File: src/hw/rtl/prf_fifo.sv
// Small op queue between the front and back parts.
`timescale 1ns / 1ps
module prf_fifo #(
  parameter int Width = 16,
  parameter int Depth = 4
) (
  input  logic             clk,
  input  logic             rst_n,
  input  logic             push,
  input  logic [Width-1:0] din,
  output logic             full,
  input  logic             pop,
  output logic [Width-1:0] dout,
  output logic             empty
);

  localparam int PtrW = $clog2(Depth);

  logic [Width-1:0] slot_r [Depth];
  logic [PtrW-1:0]  wr_ptr_r, wr_ptr_nxt;
  logic [PtrW-1:0]  rd_ptr_r, rd_ptr_nxt;
  logic [PtrW:0]    count_r, count_nxt;

  assign full  = (count_r == (PtrW+1)'(Depth));
  assign empty = (count_r == '0);
  assign dout  = slot_r[rd_ptr_r];

  always_comb begin
    wr_ptr_nxt = push ? wr_ptr_r + PtrW'(1) : wr_ptr_r;
    rd_ptr_nxt = pop  ? rd_ptr_r + PtrW'(1) : rd_ptr_r;
    count_nxt  = count_r + (PtrW+1)'(push) - (PtrW+1)'(pop);
  end

  always_ff @(posedge clk) begin
    if (!rst_n) begin
      wr_ptr_r <= '0;
      rd_ptr_r <= '0;
      count_r  <= '0;
    end else begin
      wr_ptr_r <= wr_ptr_nxt;
      rd_ptr_r <= rd_ptr_nxt;
      count_r  <= count_nxt;
    end
  end

  always_ff @(posedge clk) begin
    if (push) begin
      slot_r[wr_ptr_r] <= din;
    end
  end

endmodule

File: config.mk
export PLATFORM = sky130hd
export DESIGN_NAME = prf_fifo
export DESIGN_NICKNAME = d
export VERILOG_FILES = /design/src/hw/rtl/prf_fifo.sv
export SDC_FILE = /design/constraint.sdc
export NUM_CORES = 1
export LEC_CHECK = 0
export CAP_MARGIN = 10
export CORE_ASPECT_RATIO = 1.25
export CORE_MARGIN = 2
export CORE_UTILIZATION = 45
export CTS_CLUSTER_DIAMETER = 200
export DETAILED_ROUTE_END_ITERATION = 8
export DONT_BUFFER_PORTS = 1
export SLEW_MARGIN = 20
export SYNTH_ARGS = -nofsm -noshare
export SYNTH_HDL_FRONTEND = slang
export SYNTH_SLANG_ARGS = --single-unit
File: constraint.sdc
create_clock -name clk -period 2 [get_ports clk]
set_input_delay 0.1 -clock clk [delete_from_list [all_inputs] [get_ports clk]]
set_output_delay 0.1 -clock clk [all_outputs]
set_load 0.02 [all_outputs]
==> impl_metrics.toml <==
[status]
status = "complete, no violations"

[clocking]
postCtsSetupRepairBufs = 0
clkTransAtPathRegs_ns = 0.07
cts.repair.resized = 0
clk_latency_ns = 0.33
htreeDepth = 3
cts-root-buf = "clkbuf_8"
cts_num_sinks = 73
cts_buffers = 9
postCtsHoldBufs = 19
cts_tree = "done"
cts_max_path_buffers = 2

[logic_synthesis]
synth_top_area_share_pct = 68.91
synth_top_area_cell = "edfxtp_1"
ys_warn_count = 0
syn_area_per_cell_um2 = 21.96
synth_area_mm2 = 0.002789
synth-seq-area-share_pct = 75.37
synth_cell_type_count = 20
syn_inst = 127
syn_nets = 154
ys_ff_latch = 73
yosys-top-cells-area = "edfxtp_1 69%, mux4_2 8.1%, dfxtp_1 6.5%, mux4_1 5.7%, ha_1 2.7%"

[sta]
period_needed_ns = 1.789
period_share_pct = 89.43
timing.fmax_mhz = 559.1
slew_viol_final = 0
timing.final.ws_setup_ns = 0.2114
maxSlewHeadroom_pct = 42.38
hold_viol_final = 0
setup_violations = 0
worst_slew_pin_slew_ns = 0.8643
fin_setup_tns_ns = 0
skew_ns = 0.004796
rsz0062_at_grt = "no"

[power_and_ir_drop]
irDropWorstVdd_mv = 0.4611
p_per_area_mw_per_mm2 = 1009
p_leak_nw = 1.100

[finish]
syn_to_final_growth_pct = 17.00
layout_common_cells = "64 x edfxtp_1, 19 x dlygate4sd3_1, 10 x mux4_2, 10 x clkbuf_8, 9 x dfxtp_1"
num_antenna_cells = 0
utilization_pct = 53.62
final_nets = 183
drive_above_1_share_pct = 18.01
layout_commonest_cell = "edfxtp_1"

[detailed_routing]
via_count = 1210
firstDrtPassIters = 4
wl_per_cell_um = 17.40
route.detailed.drc = 0
viasPerCell = 4.919
drt_wl_total_um = 4281
drt_iter0_drc = 74
postRouteAntennaNets = 0

[setup_path]
worstReg2RegStart = "count_r[0]"
cp_cell_sequence = "buf_4 -> mux4_1"
crit_family = "multiplexers"
r2r-end = "count_r[2]"
cp_max_fo = 16
cp_slowest_cell = "mux4_1"
critPathLaunchType = "flip-flop"
crit_path_end_kind = "output pin"
reg2reg_depth = 7
arrival_ns = 1.69
r2r_slack_ns = 0.23
worstSetupPathType = "reg -> out"
critPathMaxStageDelay_ns = 0.74
critPathBufInv = 1
crit_required_ns = 1.90

[floorplanning]
die_x_um = 74.42
core_area_mm2 = 0.006086
initial_core_util_pct = 45.83
fp.dieH_um = 92.02
io_pins = 38
die_area_mm2 = 0.006847
rows = 32

[min_path]
hold_path_depth = 4
min_from = "pop"
hold_class = "in -> reg"
hold-path-endpoint = "count_r[0]"

[placement]
hpwl_um = 2634
place_congestion = 0.6320
dp_slack_ns = 0.2469
portBuffers = 0

[global_routing]
grt-ovfl-total = 0
grt_pass1_wl_um = 6817
grt_max_degree = 17
grt_pass1_vias = 1318
antenna_found_initial = 0
grt.total_usage_pct = 14.44

[job]
maxCapViolations = 0
-- power breakdown --
| group | switching (mW) | internal [mW] |
|---|---|---|
| clock | 0.509 | 0.606 |
| sequential | 0.0311 | 1.75 |
| combinational | 0.228 | 0.168 |
-- state kept, by name (all words and copies together), names as in the netlist, named ones only --
register,flops
count_r,3
slot_r,64
wr_ptr_r,2
rd_ptr_r,2
-- worst max-delay path by stage --
stage / end / startpoint / cells past startpoint
after detailed placement: count_r[2] / count_r[0] / 7
after floorplan: count_r[2] / count_r[0] / 7
after global placement: count_r[2] / count_r[0] / 7
final: dout[15] / flip-flop / 2
after global routing: dout[15] / flip-flop / 2
after CTS: dout[15] / flip-flop / 2
-- cells by family (layout without fill, tap and decap cells) --
logic type                 after synthesis  count (layout)  share of synthesized area (%)
DFF                                     73              73                          75.37
muxes                                   17              17                          14.09
and+or+nand+nor                         14              14                          2.692
buffers and inverters                   11              45                          2.423
adders and majority gates                7               7                          3.410
xor gates and xnor gates                 3               3                          1.480
AOI/OAI and AO/OA                        2               2                         0.5382
-- metal layers --
layer	share of wire (%)	vias up	global-route usage [%]
li1	-	562	-
met1	38	613	15.99
met2	55	27	23.53
met3	5.1	8	5.604
met4	1.9	0	7.589
met5	0	-	0
-- cells in the mapped netlist --
| cell | number |
|---|---|
| inv_1 | 7 |
| buf_2 | 2 |
| nor3_1 | 1 |
| xor3_1 | 1 |
| ha_1 | 6 |
| dfxtp_1 | 9 |
| and2_1 | 6 |
| buf_12 | 1 |
| mux4_2 | 10 |
| a21bo_2 | 1 |
| fa_1 | 1 |
| nor2_1 | 5 |
| buf_6 | 1 |
| nand3b_1 | 1 |
| a21oi_1 | 1 |
| mux2i_1 | 1 |
| and3_1 | 1 |
| mux4_1 | 6 |
| edfxtp_1 | 64 |
| xnor2_1 | 2 |
-- worst min-delay path, cell delays in order --
cell    delay [ns]
ha_1          0.20
inv_1         0.05
ha_1          0.11
and2_1        0.11
-- cell type report --
type,instances,area (µm²)
inverter,7,26.28
clock inverter,5,55.05
tap,85,106.4
multi-input combinational,43,619.3
clock buffer,11,141.4
fill,501,2823
sequential,73,2102
timing repair buffer,22,212.7
-- through the flow --
stage               std cells  area [µm²]  power (mW)  hold WS [ns]
floorplan                 127        2789       2.119        0.1989
global placement          211        2877       2.155        0.1991
detailed placement        211        2877       2.171        0.1990
CTS                       246        3263       3.329        0.2435
global route              246        3263       3.444        0.2748
finish                    246        3263       3.292        0.2576
Note: power is estimated with default switching activity, not from simulation.
