`src/hw/rtl/prf_pkg.sv`:
```
// Shared types, constants and predictor functions of the PNG row filter.
`timescale 1ns / 1ps
package prf_pkg;

  localparam int MAX_ROW_BYTES_DEF   = 8192;
  localparam int MAX_PIXEL_BYTES_DEF = 8;
  localparam int NUM_FILT            = 5;
  localparam int COST_W              = 21;
  // op word width without its two position fields
  localparam int OP_FIXED_W          = 16;
  localparam int OP_FIFO_DEPTH       = 4;

  typedef enum logic [2:0] {
    FILT_NONE  = 3'd0,
    FILT_SUB   = 3'd1,
    FILT_UP    = 3'd2,
    FILT_AVG   = 3'd3,
    FILT_PAETH = 3'd4
  } filt_t;

  localparam logic [2:0] MODE_NONE     = 3'd0;
  localparam logic [2:0] MODE_ADAPTIVE = 3'd5;

  localparam logic [1:0] CFG_FILTER_MODE     = 2'd0;
  localparam logic [1:0] CFG_BYTES_PER_PIXEL = 2'd1;
  localparam logic [1:0] CFG_ROW_BYTES       = 2'd2;

  // current byte and its left, upper and upper-left neighbors
  typedef struct packed {
    logic [7:0] x;
    logic [7:0] a;
    logic [7:0] b;
    logic [7:0] c;
  } nbr_t;

  // row store word: the byte and the byte above it
  typedef struct packed {
    logic [7:0] above;
    logic [7:0] pix;
  } word_t;

  function automatic logic signed [10:0] abs11(input logic signed [10:0] v);
    return (v < 0) ? -v : v;
  endfunction

  function automatic logic [7:0] residual(input filt_t f, input nbr_t n);
    logic signed [10:0] sa;
    logic signed [10:0] sb;
    logic signed [10:0] sc;
    logic signed [10:0] pa;
    logic signed [10:0] pb;
    logic signed [10:0] pc;
    logic [8:0]         avg_sum;
    logic [7:0]         pred;
    sa      = $signed({3'b000, n.a});
    sb      = $signed({3'b000, n.b});
    sc      = $signed({3'b000, n.c});
    pa      = abs11(sb - sc);
    pb      = abs11(sa - sc);
    pc      = abs11(sa + sb - sc - sc);
    avg_sum = {1'b0, n.a} + {1'b0, n.b};
    case (f)
      FILT_NONE: pred = '0;
      FILT_SUB:  pred = n.a;
      FILT_UP:   pred = n.b;
      FILT_AVG:  pred = avg_sum[8:1];
      FILT_PAETH: begin
        if (pa <= pb && pa <= pc) pred = n.a;
        else if (pb <= pc)        pred = n.b;
        else                      pred = n.c;
      end
      default:   pred = '0;
    endcase
    return n.x - pred;
  endfunction

  // |r| with r read as a signed byte
  function automatic logic [7:0] magnitude(input logic [7:0] r);
    return r[7] ? 8'(-r) : r;
  endfunction

endpackage

```
`src/hw/rtl/prf_front.sv`:
```
// Front part: accepts beats, tracks row positions and issues ops to the queue.
`timescale 1ns / 1ps
module prf_front #(
  parameter int PosW  = 13,
  parameter int RlenW = 14
) (
  input  logic                                 clk,
  input  logic                                 rst_n,
  input  logic                                 in_tvalid,
  output logic                                 in_tready,
  input  logic [7:0]                           in_tdata,
  input  logic [1:0]                           in_tuser,
  input  logic [RlenW-1:0]                     rlen,
  input  logic                                 fifo_full,
  output logic                                 push,
  output logic [prf_pkg::OP_FIXED_W+2*PosW-1:0] op_data
);

  typedef struct packed {
    logic            emit_vld;
    logic            emit_first;
    logic            emit_last;
    logic [PosW-1:0] emit_idx;
    logic            ing_vld;
    logic            ing_first;
    logic [7:0]      ing_byte;
    logic [PosW-1:0] ing_pos;
    logic            row_done;
    logic            no_above;
    logic            inc_bank;
  } op_t;

  logic [PosW-1:0]  wp_r, wp_nxt;
  logic [RlenW-1:0] epos_r, epos_nxt;
  logic             pend_r, pend_nxt;
  logic             noabove_r, noabove_nxt;
  logic             bank_r, bank_nxt;
  logic             accept;
  logic [PosW-1:0]  idx;
  logic [RlenW-1:0] wp_inc;
  op_t              op;

  assign in_tready = !fifo_full;
  assign accept    = in_tvalid && in_tready;
  assign push      = accept;
  assign op_data   = op;

  always_comb begin
    wp_nxt      = wp_r;
    epos_nxt    = epos_r;
    pend_nxt    = pend_r;
    noabove_nxt = noabove_r;
    bank_nxt    = bank_r;
    op          = '0;
    idx         = (epos_r == '0) ? '0 : PosW'(epos_r - RlenW'(1));
    wp_inc      = RlenW'(wp_r) + RlenW'(1);
    op.inc_bank = bank_r;
    if (accept) begin
      // emit side of the pending row comes first
      if (pend_r) begin
        op.emit_vld   = 1'b1;
        op.emit_first = (epos_r == '0);
        op.emit_idx   = idx;
        op.emit_last  = (RlenW'(idx) + RlenW'(1) >= rlen);
        if (op.emit_last) begin
          pend_nxt = 1'b0;
          epos_nxt = '0;
        end else begin
          epos_nxt = RlenW'(idx) + RlenW'(2);
        end
      end
      // pixel beat: store side of the incoming row
      if (!in_tuser[0]) begin
        op.ing_vld   = 1'b1;
        op.ing_first = (wp_r == '0);
        op.ing_byte  = in_tdata;
        op.ing_pos   = wp_r;
        if (wp_r == '0) begin
          noabove_nxt = in_tuser[1];
        end
        if (wp_inc >= rlen) begin
          op.row_done = 1'b1;
          op.no_above = noabove_nxt;
          pend_nxt    = 1'b1;
          epos_nxt    = '0;
          bank_nxt    = !bank_r;
          wp_nxt      = '0;
        end else begin
          wp_nxt = PosW'(wp_inc);
        end
      end
    end
  end

  always_ff @(posedge clk) begin
    if (!rst_n) begin
      wp_r      <= '0;
      epos_r    <= '0;
      pend_r    <= 1'b0;
      noabove_r <= 1'b0;
      bank_r    <= 1'b0;
    end else begin
      wp_r      <= wp_nxt;
      epos_r    <= epos_nxt;
      pend_r    <= pend_nxt;
      noabove_r <= noabove_nxt;
      bank_r    <= bank_nxt;
    end
  end

endmodule

```
`config.mk`:
```
export PLATFORM = sky130hd
export DESIGN_NAME = prf_front
export DESIGN_NICKNAME = d
export VERILOG_FILES = /design/src/hw/rtl/prf_pkg.sv /design/src/hw/rtl/prf_front.sv
export SDC_FILE = /design/constraint.sdc
export NUM_CORES = 1
export LEC_CHECK = 0
export ABC_AREA = 1
export BUFFER_PORTS_ARGS = -buffer_cell sky130_fd_sc_hd__buf_2
export CORE_MARGIN = 3
export CORE_UTILIZATION = 50
export CTS_BUF_LIST = sky130_fd_sc_hd__clkbuf_4 sky130_fd_sc_hd__clkbuf_8
export CTS_CLUSTER_SIZE = 28
export DETAILED_ROUTE_END_ITERATION = 8
export MAX_ROUTING_LAYER = met4
export PLACE_DENSITY = 0.88
export SLEW_MARGIN = 20
export SYNTH_ARGS = -nofsm -noshare
export SYNTH_HDL_FRONTEND = slang
export SYNTH_SLANG_ARGS = --single-unit
```
`constraint.sdc`:
```
create_clock -name clk -period 3.9 [get_ports clk]
set_input_delay 0.78 -clock clk [delete_from_list [all_inputs] [get_ports clk]]
set_output_delay 0.78 -clock clk [all_outputs]
set_load 0.005 [all_outputs]
```
==> impl_metrics.env, run 1 <==
export IMPL_power_internal_mw=0.487
export IMPL_synth_area_leader_cell="dfxtp_1"
export IMPL_p_seq_share_pct=46.2
export IMPL_wirelength_um=11400
export IMPL_ys_ff_latch=30
export IMPL_cp_end_kind="primary output"
export IMPL_crit_required_ns=3.12
export IMPL_rrSetupSlack_ns=0.38
export IMPL_vias=4038
export IMPL_r2r_cells=25
export IMPL_final_nets=709
export IMPL_antenna_cells=0
export IMPL_yosysWarningCount=0
export IMPL_reg2reg_from="epos_r[12]$_SDFFE_PN0P_"
export IMPL_tightest_slew_ns=0.995
export IMPL_cts_tree="built"
export IMPL_utilization_pct=71.7
export IMPL_min_from="wp_r[3]$_SDFFE_PN0P_"
export IMPL_status="complete, but fails checks"
export IMPL_core_um2=6490
export IMPL_die_h_um=88.9
export IMPL_leakage_nw=2.23
export IMPL_antenna_found_initial=0
export IMPL_initial_core_util_pct=52.9
export IMPL_syn_area_per_cell_um2=6.28
export IMPL_clock_sinks=30
export IMPL_drv_slew=0
export IMPL_power_switching_mw=0.180
export IMPL_fp_row_count=29
export IMPL_power_density_nw_per_um2=143
export IMPL_synth_top_cells_by_area="dfxtp_1 (17%), nand2_1 (16%), ha_1 (12%)"
export IMPL_hp_class="register to register"
export IMPL_clock_latency_ns=0.29
export IMPL_synth_distinct_cells=40
export IMPL_numCtsBuffers=5
export IMPL_criticalPathCategory="register to primary output"
export IMPL_gp_routability_congestion=1.05
export IMPL_drt_vias_per_instance=5.57
export IMPL_startpoint="epos_r[12]$_SDFFE_PN0P_"
export IMPL_area_growth_pct=35.6
export IMPL_ant_nets=0
export IMPL_clock_fmax_mhz=256
export IMPL_maxCapViolations=0
export IMPL_pin_count=72
export IMPL_synth_ff_type="dfxtp_1"
export IMPL_clk_path_buf_depth=2
export IMPL_violations="setup timing"
export IMPL_post_route_period_util_pct=100
export IMPL_critical_path_max_fanout=5
export IMPL_pwr_share_comb_pct=12.6
export IMPL_reg2reg_to="epos_r[12]$_SDFFE_PN0P_"
export IMPL_seq_area_frac_synth_pct=17.5
export IMPL_overflow=0
export IMPL_syn_area_um2=3430
export IMPL_synth_edf_count=0
export IMPL_period_needed_ns=3.91
export IMPL_drive_above_1_share_pct=35.6
export IMPL_setup_viol=1
export IMPL_p_clk_share_pct=41.2
export IMPL_max_slew_margin_pct=33.6
export IMPL_rsz0062_at_grt="yes"
export IMPL_postSynth_asyncResetShare_pct=0
export IMPL_syn_inst=547
export IMPL_die_w_um=88.9
export IMPL_syn_num_nets=609
export IMPL_dpl_hpwl_um=7770
export IMPL_holdWs_ns=0.471
export IMPL_dr_pass1_iters=5
export IMPL_grt_usage_pct=26.0
export IMPL_root_buffer="clkbuf_8"
export IMPL_hold_violations=0
export IMPL_die_area_um2=7900
export IMPL_clock_skew_ns=0.0128
export IMPL_first_global_vias=3387
export IMPL_grt_pass1_wl_um=15600
export IMPL_post_route_drc_count=0
export IMPL_start_kind="register"
export IMPL_drt_wirelength_per_cell_um=15.7
export IMPL_first_iter_violations=391
export IMPL_grt_max_degree=30
export IMPL_cp_arrival_ns=3.13
export IMPL_cts_clk_slew_worst_paths_ns=0.07
export IMPL_htreeDepth=2
export IMPL_io_buffer_count=71
export IMPL_endpoint="op_data[39]"
export IMPL_fin_ws_ns=-0.00824
export IMPL_irDropWorstVdd_uv=167
export IMPL_p_sw_share_pct=27.0
export IMPL_synth_top_area_share_pct=17.5
state kept, by name (all words and copies together) (netlist names):
| name | count |
|---|---|
| wp_r | 13 |
| noabove_r | 1 |
| pend_r | 1 |
| epos_r | 14 |
| bank_r | 1 |
logic make-up (layout without fill, tap and decap cells):
family | after synthesis | count (layout) | synth area share [%]
AOI/OAI and AO/OA | 66 | 66 | 11.0
xor gates and xnor gates | 28 | 28 | 7.69
buffers and inverters | 85 | 186 | 9.98
DFF | 30 | 30 | 17.5
and+or+nand+nor | 304 | 304 | 41.5
adders and majority gates | 34 | 34 | 12.4
timing repair:
action | CTS | global route
pin swaps | 10 | 42
setup endpoints to repair | 3 | 9
buffers inserted | 3 | 16
hold buffers | 0 | 0
cloned | 0 | 1
gates resized for setup | 23 | 94
endpoints found under the hold margin | 0 | 0
final cells by class:
class	count	area, µm²
well taps	77	96.3
clock buffers	7	90.1
flip-flops and latches	30	618
fillers	465	1840
clock inverters	1	5.00
repair buffers	106	656
multi-input cells	432	2910
inverters	72	285
Yosys cell counts (3+ instances only):
cell type,instances
o21ai_0,11
nand2_2,3
clkbuf_1,7
xor2_1,25
a21oi_1,42
nand2_1,150
a21oi_2,4
dfxtp_1,30
nand4_1,7
nor2_1,65
nor2_4,9
ha_1,34
inv_1,65
nand3_1,37
inv_2,5
nor4_1,5
nor2_2,11
nor3_1,8
worst min-delay path by stage:
stage / cells past startpoint / endpoint / slack, ns
global route: 2 / wp_r[3]$_SDFFE_PN0P_ / 0.50
detailed placement: 2 / wp_r[3]$_SDFFE_PN0P_ / 0.46
global placement: 2 / noabove_r$_SDFFE_PN0P_ / 0.45
floorplan: 2 / noabove_r$_SDFFE_PN0P_ / 0.45
CTS: 2 / wp_r[3]$_SDFFE_PN0P_ / 0.47
finish: 2 / wp_r[3]$_SDFFE_PN0P_ / 0.47
worst max-delay path, stage by stage (launching register included):
cell and delay [ns]:
dfxtp_1 0.36, nor2_1 0.26, nand2_4 0.08, nor2_4 0.17
nand2_8 0.10, nand2_2 0.09, inv_2 0.06, ha_4 0.16
inv_4 0.07, nor2_4 0.04, buf_4 0.13, nand2_2 0.07
xor2_2 0.20, ha_4 0.23, nand2_2 0.09, nor2_1 0.05
o21ai_1 0.08, o211ai_1 0.15, nand3_2 0.11, nand3_4 0.10
nand2_1 0.08, inv_1 0.03, buf_2 0.11
cell usage in the layout (no fill, tap or decap), types with 5 or more instances in the layout:
cell type  count
nand3_1       24
nor2_1        54
ha_4           6
buf_2         71
dfxtp_1       20
nand2_1      137
nor3_1         5
o21ai_0        9
nand3_2       10
clkbuf_8       6
a21oi_1       37
dfxtp_2        8
nor2_4        20
ha_1          27
inv_1         59
nand2_2       11
nand2_4        6
nand4_1        7
a21oi_2        9
xor2_1        23
nor2_2        11
buf_4         31
nand3_4        5
inv_2          6
routing by layer:
layer / wire length [µm] / part of all wire (%) / up-vias / track usage, %
met4: 405 / 3.6 / 0 / 6.73
met1: 4700 / 41 / 1848 / 33.2
met5: 0 / 0 / - / -
met2: 5450 / 48 / 204 / 43.0
li1: - / - / 1941 / -
met3: 811 / 7.1 / 45 / 3.26
metrics by stage:
stage | setup TNS [ns] | power [mW] | instance area, µm² | setup WS, ns | std cells
2_1_floorplan | 0 | 0.361 | 3430 | 0.0964 | 547
6_report | -0.00824 | 0.666 | 4660 | -0.00824 | 725
3_3_place_gp | 0 | 0.388 | 3930 | 0.0333 | 697
5_1_grt | -0.373 | 0.694 | 4660 | -0.180 | 725
4_1_cts | -0.0102 | 0.661 | 4110 | -0.0102 | 708
3_5_place_dp | -0.0753 | 0.391 | 3930 | -0.0753 | 697
power groups by stage:
stage | combinational (mW) | clock [mW] | sequential [mW]
global placement | 0.0722 | 0 | 0.315
CTS | 0.0781 | 0.274 | 0.309
global route | 0.0936 | 0.293 | 0.307
detailed placement | 0.0755 | 0 | 0.316
floorplan | 0.0456 | 0 | 0.315
finish | 0.0842 | 0.274 | 0.307
No activity file was read; power rests on OpenSTA's default activity.
==> inputs of run 2 (changes only) <==
--- a/config.mk
+++ b/config.mk
@@ -14,6 +14,7 @@
 export DETAILED_ROUTE_END_ITERATION = 8
 export MAX_ROUTING_LAYER = met4
 export PLACE_DENSITY = 0.88
+export SETUP_SLACK_MARGIN = 0.2
 export SLEW_MARGIN = 20
 export SYNTH_ARGS = -nofsm -noshare
 export SYNTH_HDL_FRONTEND = slang
==> run 2 against run 1 <==
Flip-flop and latch count stayed put. Core utilization up 5.5 points. The flow finishes with violations (DRC, setup timing). Worst hold slack got worse by 0.0014 ns. Final cell count rose by 6.3%. Global-route usage is 4.6 points higher. Register-to-register slack lost 0.51 ns. Via count is 17% higher. Critical path type is now register to register. Clock power about the same. Total power increased by 1.3%. Die area unchanged. First-iteration DRC count is 86% higher. Count of clock-buffer cells in the layout fell by 1.
==> impl_metrics.env, run 2 (synthesis gave the netlist of run 1 again) <==
export IMPL_status="complete, but fails checks"
export IMPL_violations="DRC, setup timing"
export IMPL_drt_vias_per_instance=6.12
export IMPL_ant_nets=0
export IMPL_place_ws_ns=0.00557
export IMPL_cp_top_family="buffers and inverters"
export IMPL_maxCapViolations=0
export IMPL_cts_clk_slew_worst_paths_ns=0.07
export IMPL_drv_slew=0
export IMPL_cp_depth=32
export IMPL_die_h_um=88.9
export IMPL_hold_violations=0
export IMPL_cts_tree="built"
export IMPL_crit_required_ns=4.11
export IMPL_die_w_um=88.9
export IMPL_path_buf_inv=19
export IMPL_rsz0062_at_grt="yes"
export IMPL_final_nets=755
export IMPL_die_area_um2=7900
export IMPL_start_kind="register"
export IMPL_crit_slowest_cell="dfxtp_4"
export IMPL_wirelength_um=14100
export IMPL_hp_class="register to register"
export IMPL_fin_ws_ns=-0.128
export IMPL_period_needed_ns=4.03
export IMPL_dr_pass1_iters=9
export IMPL_grt_usage_pct=30.5
export IMPL_largest_register_ff_count=14
export IMPL_dp_cells=701
export IMPL_grt_pass1_wl_um=18300
export IMPL_cp_end_kind="register"
export IMPL_power_density_nw_per_um2=135
export IMPL_antenna_found_initial=0
export IMPL_setup_viol=2
export IMPL_vias=4715
export IMPL_cp_arrival_ns=4.24
export IMPL_post_route_period_util_pct=103
export IMPL_drive_above_1_share_pct=41.2
export IMPL_grt_max_degree=30
export IMPL_r2r_cells=32
export IMPL_endpoint="epos_r[9]$_SDFFE_PN0P_"
export IMPL_placed_cell_area_um2=3960
export IMPL_drt_wirelength_per_cell_um=18.3
export IMPL_finalSetupTns_ns=-0.218
export IMPL_htreeDepth=2
export IMPL_startpoint="epos_r[1]$_SDFFE_PN0P_"
export IMPL_ctsHoldBuffers=0
export IMPL_clk_path_buf_depth=2
export IMPL_crit_path_frequent_cell="buf_4"
export IMPL_first_iter_violations=726
export IMPL_regMostFlops="epos_r"
export IMPL_clock_latency_ns=0.29
export IMPL_clock_fmax_mhz=248
export IMPL_finish_instance_area_um2=5010
export IMPL_reg2reg_to="epos_r[9]$_SDFFE_PN0P_"
export IMPL_fillers=403
export IMPL_tightest_slew_ns=1.07
export IMPL_power_mw=0.675
export IMPL_io_buffer_count=71
export IMPL_gp_routability_congestion=1.01
export IMPL_rrSetupSlack_ns=-0.13
export IMPL_numCtsBuffers=5
export IMPL_final_common_cell="nand2_1"
export IMPL_criticalPathCategory="register to register"
export IMPL_fp_row_count=29
export IMPL_leakage_nw=2.46
export IMPL_first_global_vias=4020
export IMPL_final_cell_mix="nand2_1 (132), buf_4 (80), buf_2 (70), inv_1 (55), nor2_1 (52)"
export IMPL_slowest_delay_ns=0.38
export IMPL_finalNonFillerCells=771
export IMPL_utilization_pct=77.2
export IMPL_dpl_hpwl_um=7940
export IMPL_antenna_cells=0
export IMPL_initial_core_util_pct=52.9
export IMPL_clock_skew_ns=0.00833
export IMPL_irDropWorstVdd_uv=150
export IMPL_pin_count=72
export IMPL_max_slew_margin_pct=28.9
export IMPL_reg2reg_from="epos_r[1]$_SDFFE_PN0P_"
export IMPL_area_growth_pct=46.0
export IMPL_clock_sinks=30
export IMPL_core_um2=6490
export IMPL_overflow=0
export IMPL_critical_path_max_fanout=6
export IMPL_root_buffer="clkbuf_8"
export IMPL_post_route_drc_count=1
export IMPL_holdWs_ns=0.470
export IMPL_top_regs="epos_r: 14 flops, wp_r: 13 flops"
run 2: repair_timing:
| item | in CTS | in global routing |
|---|---|---|
| pin swaps | 27 | 42 |
| buffers inserted | 47 | 15 |
| gates cloned | 0 | 0 |
| hold endpoints to repair | 0 | 0 |
| setup endpoints to repair | 11 | 15 |
| resized for setup | 61 | 68 |
run 2: final cells by class:
type / instances / area, µm² / share of cell area [%]
timing repair buffer: 152 / 973 / 19.4
tap: 77 / 96.3 / 1.92
clock inverter: 2 / 12.5 / 0.250
multi-input combinational: 432 / 2940 / 58.6
inverter: 72 / 283 / 5.64
clock buffer: 6 / 82.6 / 1.65
sequential: 30 / 627 / 12.5
run 2: how the worst min path moves through the flow:
stage,endpoint,cells after the start,from,slack [ns]
after floorplan,noabove_r$_SDFFE_PN0P_,2,noabove_r$_SDFFE_PN0P_,0.45
after global placement,noabove_r$_SDFFE_PN0P_,2,noabove_r$_SDFFE_PN0P_,0.45
after detailed placement,wp_r[3]$_SDFFE_PN0P_,2,wp_r[3]$_SDFFE_PN0P_,0.46
after CTS,wp_r[3]$_SDFFE_PN0P_,2,wp_r[3]$_SDFFE_PN0P_,0.47
after global routing,wp_r[3]$_SDFFE_PN0P_,2,wp_r[3]$_SDFFE_PN0P_,0.49
final,noabove_r$_SDFFE_PN0P_,2,noabove_r$_SDFFE_PN0P_,0.47
run 2: worst reg2reg max path, delay by kind of cell, from the launching register on:
family	cells	cell delay, ns
DFF	1	0.38
and+or+nand+nor	10	0.96
buffers and inverters	19	2.13
adders and majority gates	2	0.35
AOI/OAI and AO/OA	1	0.13
run 2: layer usage:
metal	vias to the layer above	part of all wire, %	GRT usage [%]
met5	-	0	-
met4	0	6.9	12.8
met3	131	12	7.17
met2	453	46	50.9
met1	2088	35	34.9
li1	2043	-	-
run 2: power by group:
group | internal (mW) | leakage, nW | switching, mW
logic | 0.0355 | 2.16 | 0.0632
registers | 0.304 | 0.248 | 0.00101
clock network | 0.142 | 0.0472 | 0.129
total | 0.481 | 2.46 | 0.194
==> inputs of run 3 (changes only) <==
--- a/config.mk
+++ b/config.mk
@@ -7,13 +7,15 @@
 export LEC_CHECK = 0
 export ABC_AREA = 1
 export BUFFER_PORTS_ARGS = -buffer_cell sky130_fd_sc_hd__buf_2
+export CELL_PAD_IN_SITES_DETAIL_PLACEMENT = 0
+export CELL_PAD_IN_SITES_GLOBAL_PLACEMENT = 2
 export CORE_MARGIN = 3
-export CORE_UTILIZATION = 50
+export CORE_UTILIZATION = 27
 export CTS_BUF_LIST = sky130_fd_sc_hd__clkbuf_4 sky130_fd_sc_hd__clkbuf_8
 export CTS_CLUSTER_SIZE = 28
 export DETAILED_ROUTE_END_ITERATION = 8
 export MAX_ROUTING_LAYER = met4
-export PLACE_DENSITY = 0.88
+export PLACE_DENSITY = 0.9
 export SETUP_SLACK_MARGIN = 0.2
 export SLEW_MARGIN = 20
 export SYNTH_ARGS = -nofsm -noshare
==> run 3 against run 2 <==
The run now ends clean. Largest cell class unchanged. Flip-flop and latch count did not move. Critical path type is now register to primary output. Critical path depth decreased by 14. Global-route usage shrank 14 points. Critical endpoint is now op_data[39]. Via count shrank 17%. Final cell count increased by 10%.
==> impl_metrics.env, run 3 (synthesis gave the netlist of run 1 again) <==
export IMPL_irDropWorstVdd_uv=108
export IMPL_root_buffer="clkbuf_8"
export IMPL_placed_cell_area_um2=4130
export IMPL_p_seq_share_pct=45.9
export IMPL_power_mw=0.666
export IMPL_wirelength_um=11600
export IMPL_overflow=0
export IMPL_cp_arrival_ns=3.07
export IMPL_cp_top_family="simple AND/OR/NAND/NOR gates"
export IMPL_die_area_um2=14100
export IMPL_status="finished, final reports clean"
export IMPL_post_route_drc_count=0
export IMPL_holdWs_ns=0.468
export IMPL_grt_pass1_wl_um=18700
export IMPL_max_slew_margin_pct=60.5
export IMPL_final_common_cell="nand2_1"
export IMPL_die_w_um=119
export IMPL_cts_clk_slew_worst_paths_ns=0.08
export IMPL_pin_count=72
export IMPL_slowest_delay_ns=0.37
export IMPL_clk_path_buf_depth=2
export IMPL_setup_viol=0
export IMPL_finalNonFillerCells=850
export IMPL_clock_sinks=30
export IMPL_vias=3893
export IMPL_rsz0062_at_grt="yes"
export IMPL_power_density_nw_per_um2=131
export IMPL_final_cell_mix="nand2_1 (127), buf_2 (70), buf_4 (64), inv_1 (55), nor2_1 (54)"
export IMPL_p_sw_share_pct=27.2
export IMPL_finalSetupTns_ns=0
export IMPL_multi_input_area_um2=2940
export IMPL_p_clk_share_pct=41.5
export IMPL_period_needed_ns=3.85
export IMPL_clock_fmax_mhz=259
export IMPL_clock_skew_ns=0.0124
export IMPL_area_growth_pct=47.6
export IMPL_grt_max_degree=30
export IMPL_path_buf_inv=3
export IMPL_ant_nets=0
export IMPL_use_met3_pct=2.63
export IMPL_drive_above_1_share_pct=40.6
export IMPL_initial_core_util_pct=28.1
export IMPL_power_internal_mw=0.485
export IMPL_crit_slowest_cell="dfxtp_4"
export IMPL_place_ws_ns=0.0177
export IMPL_core_um2=12200
export IMPL_fin_ws_ns=0.0455
export IMPL_pwr_share_comb_pct=12.6
export IMPL_criticalPathCategory="register to primary output"
export IMPL_utilization_pct=41.5
export IMPL_post_route_period_util_pct=98.8
export IMPL_ctsHoldBuffers=0
export IMPL_dr_pass1_iters=4
export IMPL_drv_slew=0
export IMPL_antenna_cells=0
export IMPL_fp_row_count=40
export IMPL_antenna_found_initial=0
export IMPL_numCtsBuffers=5
export IMPL_clock_latency_ns=0.29
export IMPL_grt_usage_pct=16.6
export IMPL_leakage_nw=2.43
export IMPL_crit_required_ns=3.12
export IMPL_crit_chain="buf_4, nor2_4, nand2_4, nor2_8, a21oi_2, nor2_4, nand2_2, nor2_2, nand3_2, xor2_2, ha_1, a21oi_2, o21ai_1, a21oi_1, nand3_2, nand2_2, inv_1, buf_2"
export IMPL_largest_register_ff_count=14
export IMPL_start_kind="register"
export IMPL_maxCapViolations=0
export IMPL_grtUsageMet2_pct=28.2
export IMPL_hold_violations=0
export IMPL_drt_wirelength_per_cell_um=13.6
export IMPL_top_regs="epos_r: 14 flops, wp_r: 13 flops"
export IMPL_htreeDepth=2
export IMPL_cts_tree="built"
export IMPL_dp_cells=798
export IMPL_gp_routability_congestion=0.891
export IMPL_regMostFlops="epos_r"
export IMPL_first_iter_violations=196
export IMPL_use_met1_pct=20.8
export IMPL_drt_vias_per_instance=4.58
export IMPL_grt_most_used_layer="met2"
export IMPL_power_switching_mw=0.181
export IMPL_io_buffer_count=71
export IMPL_die_h_um=119
export IMPL_final_nets=743
export IMPL_cp_end_kind="primary output"
export IMPL_critical_path_max_fanout=6
export IMPL_first_global_vias=3810
export IMPL_dpl_hpwl_um=8770
export IMPL_hp_class="register to register"
export IMPL_regArea_um2=622
export IMPL_tightest_slew_ns=0.592
export IMPL_fillers=1315
export IMPL_finish_instance_area_um2=5070
==> run 3: cell count changes in the layout (fill, tap and decap cells not counted), moves of 3 or more <==
cell and delta:
nand2_4 -5, nand3_1 -3, nand2_1 -5, buf_4 -16, nand2_2 +9
==> run 3: worst min-delay path, cell delays in order, from the launching register on <==
cell	delay [ns]
dfxtp_1	0.31
nand2_1	0.06
a21oi_1	0.05
==> run 3: power groups by stage <==
stage | clock (mW) | combinational [mW] | sequential, mW
final | 0.277 | 0.0838 | 0.306
after global routing | 0.303 | 0.0963 | 0.305
after CTS | 0.289 | 0.0802 | 0.308
after detailed placement | 0 | 0.0791 | 0.315
after global placement | 0 | 0.0777 | 0.315
after floorplan | 0 | 0.0456 | 0.315
==> run 3: final cells by class <==
| class | count | area share (%) |
|---|---|---|
| clock buffer | 7 | 1.78 |
| tap | 168 | 4.15 |
| clock inverter | 1 | 0.0987 |
| sequential | 30 | 12.3 |
| multi-input combinational | 432 | 57.9 |
| inverter | 72 | 5.63 |
| timing repair buffer | 140 | 18.2 |
==> run 3: path summary, 6_finish.rpt <==
check / start / end / slack (ns) / cells after the start
max: epos_r[2]$_SDFFE_PN0P_ / op_data[39] / 0.05 / 18
min: noabove_r$_SDFFE_PN0P_ / noabove_r$_SDFFE_PN0P_ / 0.47 / 2
max reg2reg: epos_r[2]$_SDFFE_PN0P_ / epos_r[10]$_SDFFE_PN0P_ / 0.34 / 22
min reg2reg: noabove_r$_SDFFE_PN0P_ / noabove_r$_SDFFE_PN0P_ / 0.47 / 2
==> run 3: timing repair <==
| item | CTS | global route |
|---|---|---|
| setup endpoints to repair | 17 | 11 |
| pin swaps | 31 | 46 |
| gates cloned | 0 | 1 |
| gates resized for setup | 64 | 65 |
| setup buffers | 21 | 22 |
==> run 3: routing by layer <==
metal | up-vias | share of wire, %
met5 | - | 0
met4 | 0 | 1.4
met3 | 15 | 4.1
met2 | 74 | 49
met1 | 1798 | 45
li1 | 2006 | -
